File: src/rtl/core/dcfe_pkg.sv
// Package for the drive command frame encoder.
// Holds the queue entry type, frame constants and the CRC-16/MODBUS byte step.
// No dependencies.
package dcfe_pkg;

    typedef struct packed {
        logic [7:0] left;
        logic [7:0] right;
        logic [7:0] flags;
    } t_entry;

    localparam logic [2:0] CMD_STOP       = 3'd0;
    localparam logic [2:0] CMD_FORWARD    = 3'd1;
    localparam logic [2:0] CMD_BACKWARD   = 3'd2;
    localparam logic [2:0] CMD_TURN_LEFT  = 3'd3;
    localparam logic [2:0] CMD_TURN_RIGHT = 3'd4;
    localparam logic [2:0] CMD_RAW        = 3'd5;

    localparam logic [7:0] FLAGS_STOP       = 8'h01;
    localparam logic [7:0] FLAGS_FORWARD    = 8'hF1;
    localparam logic [7:0] FLAGS_BACKWARD   = 8'hA1;
    localparam logic [7:0] FLAGS_TURN_LEFT  = 8'hB1;
    localparam logic [7:0] FLAGS_TURN_RIGHT = 8'hE1;

    localparam logic [7:0] FRAME_START = 8'hFF;
    localparam logic [7:0] FRAME_KIND  = 8'h07;

    localparam logic [15:0] CRC_INIT = 16'hFFFF;
    localparam logic [15:0] CRC_POLY = 16'hA001;

    // Byte positions within the frame
    localparam logic [3:0] POS_START   = 4'd0;
    localparam logic [3:0] POS_KIND    = 4'd1;
    localparam logic [3:0] POS_LEFT    = 4'd2;
    localparam logic [3:0] POS_PAD_L   = 4'd3;
    localparam logic [3:0] POS_RIGHT   = 4'd4;
    localparam logic [3:0] POS_PAD_R   = 4'd5;
    localparam logic [3:0] POS_FLAGS   = 4'd6;
    localparam logic [3:0] POS_CRC_LO  = 4'd7;
    localparam logic [3:0] POS_CRC_HI  = 4'd8;

    function automatic logic [15:0] crc_byte(input logic [15:0] crc_in, input logic [7:0] b);
        logic [15:0] c;
        c = crc_in ^ {8'h00, b};
        for (int k = 0; k < 8; k++) begin
            if (c[0]) begin
                c = (c >> 1) ^ CRC_POLY;
            end else begin
                c = c >> 1;
            end
        end
        return c;
    endfunction

endpackage

File: src/rtl/core/drive_command_frame_encoder.sv
// Top level of the drive command frame encoder.
// Instantiates dcfe_front, dcfe_queue and dcfe_back; depends on dcfe_pkg.
//
// Each accepted request is one motor command; the block answers with a
// nine-byte frame on the master stream, one byte per beat: 0xFF, 0x07,
// left speed, 0x00, right speed, 0x00, flags, then the CRC-16/MODBUS
// (init 0xFFFF, reflected polynomial 0xA001) low and high byte taken over
// bytes 1 to 6. tlast marks the CRC high byte. Stop and the unused command
// codes 6 and 7 send zero speeds with flags 0x01; turn commands send the
// left speed on both wheels; raw sends raw_flags as the flag byte. Rate:
// one byte per cycle while the output is not stalled, set by the back-end
// serializer that emits a byte and advances the CRC in the same cycle. The
// front end resolves a request into a queue entry and keeps accepting while
// the back end still streams an earlier frame, until the queue (QUEUE_DEPTH
// entries) plus the front register are full. An accepted request passes
// through the front register and the queue before the back end registers
// the first byte of its frame. Output beats come from a register, so
// downstream stalls hold tdata and tlast steady.
module drive_command_frame_encoder #(
    parameter int QUEUE_DEPTH = 2
) (
    input  logic        i_clk,
    input  logic        i_rst_n,
    input  logic        s_axis_tvalid,
    output logic        s_axis_tready,
    input  logic [23:0] s_axis_tdata,   // [7:0] left_vel, [15:8] right_vel, [23:16] raw_flags
    input  logic [2:0]  s_axis_tuser,   // [2:0] cmd
    output logic        m_axis_tvalid,
    input  logic        m_axis_tready,
    output logic [7:0]  m_axis_tdata,   // [7:0] frame_byte
    output logic        m_axis_tlast    // last_byte
);
    import dcfe_pkg::*;

    logic   front_push;
    logic   queue_push_ready;
    t_entry front_entry;
    logic   queue_valid;
    logic   back_pop;
    t_entry queue_entry;

    // Resolve speeds and flags for each request
    dcfe_front u_front (
        .i_clk         (i_clk),
        .i_rst_n       (i_rst_n),
        .i_valid       (s_axis_tvalid),
        .o_ready       (s_axis_tready),
        .i_cmd         (s_axis_tuser),
        .i_left_vel    (s_axis_tdata[7:0]),
        .i_right_vel   (s_axis_tdata[15:8]),
        .i_raw_flags   (s_axis_tdata[23:16]),
        .o_push        (front_push),
        .i_push_ready  (queue_push_ready),
        .o_entry       (front_entry)
    );

    // Decouple intake from the byte serializer
    dcfe_queue #(
        .DEPTH (QUEUE_DEPTH)
    ) u_queue (
        .i_clk        (i_clk),
        .i_rst_n      (i_rst_n),
        .i_push       (front_push),
        .o_push_ready (queue_push_ready),
        .i_entry      (front_entry),
        .o_valid      (queue_valid),
        .i_pop        (back_pop),
        .o_entry      (queue_entry)
    );

    // Stream the frame; drop the queue head after its CRC high byte
    dcfe_back u_back (
        .i_clk   (i_clk),
        .i_rst_n (i_rst_n),
        .i_valid (queue_valid),
        .i_entry (queue_entry),
        .o_pop   (back_pop),
        .o_valid (m_axis_tvalid),
        .i_ready (m_axis_tready),
        .o_byte  (m_axis_tdata),
        .o_last  (m_axis_tlast)
    );

endmodule

File: src/rtl/core/dcfe_front.sv
// Front end of the drive command frame encoder: accepts commands and
// resolves speeds and flags into a queue entry. Depends on dcfe_pkg.
module dcfe_front (
    input  logic            i_clk,
    input  logic            i_rst_n,
    input  logic            i_valid,
    output logic            o_ready,
    input  logic [2:0]      i_cmd,
    input  logic [7:0]      i_left_vel,
    input  logic [7:0]      i_right_vel,
    input  logic [7:0]      i_raw_flags,
    output logic            o_push,
    input  logic            i_push_ready,
    output dcfe_pkg::t_entry o_entry
);
    import dcfe_pkg::*;

    logic   r_valid;
    t_entry r_entry;
    t_entry n_entry;

    always_comb begin
        n_entry.left  = i_left_vel;
        n_entry.right = i_right_vel;
        case (i_cmd)
            CMD_FORWARD:    n_entry.flags = FLAGS_FORWARD;
            CMD_BACKWARD:   n_entry.flags = FLAGS_BACKWARD;
            CMD_TURN_LEFT: begin
                n_entry.right = i_left_vel;
                n_entry.flags = FLAGS_TURN_LEFT;
            end
            CMD_TURN_RIGHT: begin
                n_entry.right = i_left_vel;
                n_entry.flags = FLAGS_TURN_RIGHT;
            end
            CMD_RAW:        n_entry.flags = i_raw_flags;
            default: begin
                // stop and unused codes: force both wheels to zero
                n_entry.left  = 8'h00;
                n_entry.right = 8'h00;
                n_entry.flags = FLAGS_STOP;
            end
        endcase
    end

    assign o_ready = !r_valid || i_push_ready;
    assign o_push  = r_valid;
    assign o_entry = r_entry;

    always_ff @(posedge i_clk) begin
        if (!i_rst_n) begin
            r_valid <= 1'b0;
        end else if (i_valid && o_ready) begin
            r_valid <= 1'b1;
        end else if (i_push_ready) begin
            r_valid <= 1'b0;
        end
    end

    always_ff @(posedge i_clk) begin
        if (i_valid && o_ready) begin
            r_entry <= n_entry;
        end
    end

endmodule

File: src/rtl/core/dcfe_queue.sv
// Short FIFO of resolved commands between front and back end.
// Depends on dcfe_pkg.
module dcfe_queue #(
    parameter int DEPTH = 2
) (
    input  logic             i_clk,
    input  logic             i_rst_n,
    input  logic             i_push,
    output logic             o_push_ready,
    input  dcfe_pkg::t_entry i_entry,
    output logic             o_valid,
    input  logic             i_pop,
    output dcfe_pkg::t_entry o_entry
);
    import dcfe_pkg::*;

    localparam int PTR_W = (DEPTH > 1) ? $clog2(DEPTH) : 1;
    localparam int CNT_W = $clog2(DEPTH + 1);

    t_entry             r_mem [DEPTH];
    logic [PTR_W-1:0]   r_wr_ptr;
    logic [PTR_W-1:0]   r_rd_ptr;
    logic [CNT_W-1:0]   r_count;
    logic               do_push;
    logic               do_pop;

    assign o_push_ready = (r_count != CNT_W'(DEPTH));
    assign o_valid      = (r_count != '0);
    assign o_entry      = r_mem[r_rd_ptr];
    assign do_push      = i_push && o_push_ready;
    assign do_pop       = i_pop && o_valid;

    always_ff @(posedge i_clk) begin
        if (!i_rst_n) begin
            r_wr_ptr <= '0;
            r_rd_ptr <= '0;
            r_count  <= '0;
        end else begin
            if (do_push) begin
                r_wr_ptr <= (r_wr_ptr == PTR_W'(DEPTH - 1)) ? '0 : r_wr_ptr + 1'b1;
            end
            if (do_pop) begin
                r_rd_ptr <= (r_rd_ptr == PTR_W'(DEPTH - 1)) ? '0 : r_rd_ptr + 1'b1;
            end
            if (do_push && !do_pop) begin
                r_count <= r_count + 1'b1;
            end else if (do_pop && !do_push) begin
                r_count <= r_count - 1'b1;
            end
        end
    end

    always_ff @(posedge i_clk) begin
        if (do_push) begin
            r_mem[r_wr_ptr] <= i_entry;
        end
    end

endmodule

File: src/rtl/core/dcfe_back.sv
// Back end of the drive command frame encoder: serializes one queue entry
// into nine frame bytes and folds the CRC in as bytes go out. Depends on dcfe_pkg.
module dcfe_back (
    input  logic             i_clk,
    input  logic             i_rst_n,
    input  logic             i_valid,
    input  dcfe_pkg::t_entry i_entry,
    output logic             o_pop,
    output logic             o_valid,
    input  logic             i_ready,
    output logic [7:0]       o_byte,
    output logic             o_last
);
    import dcfe_pkg::*;

    logic [3:0]  r_pos;
    logic [15:0] r_crc;
    logic        r_out_valid;
    logic [7:0]  r_out_byte;
    logic        r_out_last;
    logic [7:0]  n_byte;
    logic        advance;

    assign advance = i_valid && (!r_out_valid || i_ready);
    assign o_pop   = advance && (r_pos == POS_CRC_HI);

    always_comb begin
        case (r_pos)
            POS_START:  n_byte = FRAME_START;
            POS_KIND:   n_byte = FRAME_KIND;
            POS_LEFT:   n_byte = i_entry.left;
            POS_PAD_L:  n_byte = 8'h00;
            POS_RIGHT:  n_byte = i_entry.right;
            POS_PAD_R:  n_byte = 8'h00;
            POS_FLAGS:  n_byte = i_entry.flags;
            POS_CRC_LO: n_byte = r_crc[7:0];
            POS_CRC_HI: n_byte = r_crc[15:8];
            default:    n_byte = 8'h00;
        endcase
    end

    always_ff @(posedge i_clk) begin
        if (!i_rst_n) begin
            r_pos       <= POS_START;
            r_crc       <= CRC_INIT;
            r_out_valid <= 1'b0;
        end else begin
            if (advance) begin
                r_out_valid <= 1'b1;
                if (r_pos == POS_CRC_HI) begin
                    r_pos <= POS_START;
                    r_crc <= CRC_INIT;
                end else begin
                    r_pos <= r_pos + 1'b1;
                    // fold the bytes after the start marker up to the flags
                    if (r_pos inside {[POS_KIND:POS_FLAGS]}) begin
                        r_crc <= crc_byte(r_crc, n_byte);
                    end
                end
            end else if (i_ready) begin
                r_out_valid <= 1'b0;
            end
        end
    end

    always_ff @(posedge i_clk) begin
        if (advance) begin
            r_out_byte <= n_byte;
            r_out_last <= (r_pos == POS_CRC_HI);
        end
    end

    assign o_valid = r_out_valid;
    assign o_byte  = r_out_byte;
    assign o_last  = r_out_last;

endmodule

File: config.mk
export PLATFORM = sky130hd
export DESIGN_NAME = drive_command_frame_encoder
export DESIGN_NICKNAME = d
export VERILOG_FILES = /design/src/rtl/core/dcfe_pkg.sv /design/src/rtl/core/drive_command_frame_encoder.sv /design/src/rtl/core/dcfe_front.sv /design/src/rtl/core/dcfe_queue.sv /design/src/rtl/core/dcfe_back.sv
export SDC_FILE = /design/constraint.sdc
export NUM_CORES = 1
export LEC_CHECK = 0
export BUFFER_PORTS_ARGS = -buffer_cell sky130_fd_sc_hd__buf_4
export CAP_MARGIN = 20
export CORE_MARGIN = 2
export CORE_UTILIZATION = 64
export DETAILED_ROUTE_END_ITERATION = 16
export PLACE_DENSITY = 0.82
export SETUP_SLACK_MARGIN = 0.5
export SLEW_MARGIN = 10
export SYNTH_ARGS = -nofsm -noshare
export SYNTH_HDL_FRONTEND = slang
export SYNTH_HIERARCHICAL = 1
export SYNTH_SLANG_ARGS = --single-unit
export TNS_END_PERCENT = 50
File: constraint.sdc
create_clock -name i_clk -period 6.6 [get_ports i_clk]
set_clock_uncertainty 0.1 [all_clocks]
set_input_delay 0.99 -clock i_clk [delete_from_list [all_inputs] [get_ports i_clk]]
set_output_delay 0.99 -clock i_clk [all_outputs]
set_load 0.05 [all_outputs]
==> results.json <==
{
  "worstHoldPathCells": 0,
  "final-setup-viol-count": 0,
  "synth_cells": 416,
  "finalCriticalPeriod_ns": 3.57,
  "syn_area_per_cell_sq_um": 12.5,
  "synthArstFlopShare_pct": 0,
  "path_class": "register to register",
  "route.vias.total": 3150,
  "hpwlAfterDp_mm": 6.56,
  "cts_root_buffer": "clkbuf_8",
  "cts_buffer_depth": 2,
  "nets": 486,
  "cts_sinks": 108,
  "cp_max_fo": 24,
  "fin_crit_sh_pct": 54.2,
  "endpoint_kind": "register",
  "synth_area_leaders": "edfxtp_1 47%, dfxtp_1 10%, mux2_2 6.9%",
  "max_freq_mhz": 280,
  "rows": 32,
  "maxSlewHeadroom_pct": 32.7,
  "r2r.worst_path.cells": 9,
  "finalNonFillerCells": 557,
  "drtIter0Drc": 153,
  "startpoint_type": "register",
  "drv_cap": 0,
  "place.gp.congestion": 0.903,
  "design_power_total_mw": 1.62,
  "tightestPinTransition_ns": 1.01,
  "netlist.top_cell.by_area": "edfxtp_1",
  "postRouteAntennaNets": 0,
  "syn_nets": 452,
  "leakage_nw": 2.13,
  "setup_slack_ns": 3.03,
  "hold_start": "u_front/o_entry[13]$_DFFE_PP_",
  "drive_gt1_share_pct": 26.4,
  "firstDrtPassIters": 4,
  "min_to": "u_queue/r_mem[1][13]$_DFFE_PP_",
  "grt_pass1_vias": 3027,
  "cts_setup_buffers": 0,
  "timing.setup.tns_ns": 0,
  "fp.dieH_microns": 94.1,
  "yosysSeqAreaShare_pct": 57.2,
  "die_w_microns": 94.1,
  "diodes": 0,
  "place_inst": 539,
  "gr-total-overflow": 0,
  "hold_buffers": 0,
  "final_util_pct": 73.0,
  "via_per_inst": 5.66,
  "io_buffers": 41,
  "synth.top_cell.area_share_pct": 46.8,
  "power_density_nw_per_um2": 283,
  "antenna_found_initial": 0,
  "hp-class": "register to register",
  "met1_usage_pct": 29.4,
  "grt_pass1_wl_mm": 15.1,
  "synth_area_sq_um": 5190,
  "grt_max_degree": 28,
  "cts_resized": 0,
  "drc": 0,
  "met2_usage_pct": 38.2,
  "run_status": "completed",
  "timing.final.hold_violations": 0,
  "grt-busiest-layer": "met2",
  "drt_wl_total_mm": 9.15,
  "ios": 42,
  "wire_per_inst_microns": 16.4,
  "worstPathArrival_ns": 3.75,
  "initial_core_util_pct": 66.5,
  "ys.flop_type": "edfxtp_1",
  "yosysWarnings": 6,
  "ir_drop_v": 0.000130,
  "ys_ff_latch": 108,
  "num-fill-cells": 531,
  "r2r_setup_slack_ns": 3.03,
  "synthToLayoutAreaGrowth_pct": 9.78,
  "htreeDepth": 3,
  "grtUsageMet3_pct": 3.61,
  "r2r-end": "u_back/r_crc[15]$_SDFFE_PN1P_",
  "cts_buffers": 9,
  "slew_violations": 0,
  "clk_pin_slew_ns": 0.10,
  "cp.required_ns": 6.77,
  "dieArea_sq_um": 8850,
  "rsz0062_at_grt": "no",
  "synth_edf_count": 81,
  "synth_cell_types": 64,
  "post-place-ws_ns": 3.03,
  "track_usage_pct": 22.6,
  "core_area_sq_um": 7810,
  "clk_latency_ns": 0.37,
  "cts_tree": "built"
}
## metal layers
layer,wire (microns),vias up
li1,-,1574
met1,4160,1495
met2,4530,67
met3,298,14
met4,165,0
met5,0,-
## critical path, stage by stage (launching register included)
cell and delay, ns:
dfxtp_1 0.99, mux2_2 0.42, mux2_4 0.26, a32oi_1 0.16, o21a_2 0.18, mux2i_2 0.32, xnor3_1 0.39, xnor3_2 0.28
xor2_1 0.18, o22a_1 0.19
## how the worst max path moves through the flow
stage | slack [ns] | endpoint | cells past startpoint | from
floorplan | 3.57 | u_back/r_crc[15]$_SDFFE_PN1P_ | 11 | register
global placement | 3.07 | u_back/r_crc[15]$_SDFFE_PN1P_ | 9 | register
CTS | 3.01 | u_back/r_crc[15]$_SDFFE_PN1P_ | 9 | register
finish | 3.03 | u_back/r_crc[15]$_SDFFE_PN1P_ | 9 | register
global route | 2.81 | u_back/r_crc[15]$_SDFFE_PN1P_ | 9 | register
detailed placement | 3.03 | u_back/r_crc[15]$_SDFFE_PN1P_ | 9 | register
## cells in the final DEF, fill, tap and decap left out, drive strengths merged, types with 3 or more instances in the layout
cell / netlist / final
o2bb2ai: 5 / 5
edfxtp: 81 / 81
nand2b: 7 / 7
or2: 3 / 3
a211oi: 4 / 4
xnor2: 9 / 9
nand2: 69 / 69
ha: 5 / 5
o21ai: 7 / 7
o221ai: 8 / 8
nand3: 9 / 9
buf: 17 / 44
nor2b: 5 / 5
o211ai: 3 / 3
a21o: 5 / 5
nor2: 12 / 12
mux2: 34 / 34
xor2: 10 / 10
dfxtp: 27 / 27
clkbuf: 4 / 11
o22a: 3 / 3
and2b: 3 / 3
and2: 19 / 19
a21oi: 12 / 12
mux2i: 6 / 6
inv: 9 / 11
o22ai: 6 / 6
nor3: 5 / 5
a21boi: 7 / 7
## cell usage after synthesis, types with 4 or more instances
| cell | n |
|---|---|
| nor2_1 | 12 |
| o221ai_2 | 4 |
| o221ai_1 | 4 |
| clkbuf_1 | 4 |
| ha_1 | 5 |
| nand2b_1 | 6 |
| mux2_2 | 32 |
| buf_6 | 7 |
| and2_1 | 18 |
| xor2_1 | 10 |
| inv_1 | 9 |
| edfxtp_1 | 81 |
| a21oi_1 | 10 |
| a21boi_0 | 6 |
| nand2_1 | 69 |
| dfxtp_1 | 27 |
| a21o_1 | 5 |
| xnor2_1 | 9 |
| o21ai_0 | 4 |
| o22ai_1 | 6 |
| buf_2 | 7 |
| nand3_1 | 9 |
| nor2b_1 | 5 |
## metrics by stage
stage	area (sq um)	hold slack [ns]
after floorplan	5190	0.321
after global placement	5490	0.323
after detailed placement	5490	0.333
after CTS	5670	0.358
after global routing	5700	0.372
final	5700	0.355
## cells by family (layout without fill, tap and decap cells)
group,count (synthesis),count (layout),share of synthesized area [%]
AO/OA/AOI/OAI,73,73,11.7
XOR/XNOR,21,21,4.09
adder cells (fa/ha/maj),5,5,1.20
buffers and inverters,30,69,3.56
flip-flops,108,108,57.2
multiplexers,40,40,9.22
AND/OR/NAND/NOR,139,139,13.0
## sequential cells by signal, summed over array words and instances, names as in the netlist, named ones only
register and flops:
u_back/o_byte 8, u_front/o_entry 24, u_back/r_crc 16, u_back/o_last 1, u_back/o_valid 1, u_front/o_push 1
u_queue/r_rd_ptr 1, u_queue/r_wr_ptr 1, u_queue/r_mem 48, u_back/r_pos 4, u_queue/r_count 2
## power by group
group | internal, mW | switching [mW]
combinational | 0.201 | 0.220
clock | 0.153 | 0.220
sequential | 0.791 | 0.0320
## final cells by class
class                      count  area, sq um  area share (%)
tap                          102          128            2.24
multi-input combinational    278         2040            35.7
clock inverter                 5         45.0           0.790
inverter                       9         33.8           0.592
timing repair buffer          44          345            6.06
sequential                   108         2970            52.1
clock buffer                  11          141            2.48
(Power assumes the default switching activity.)
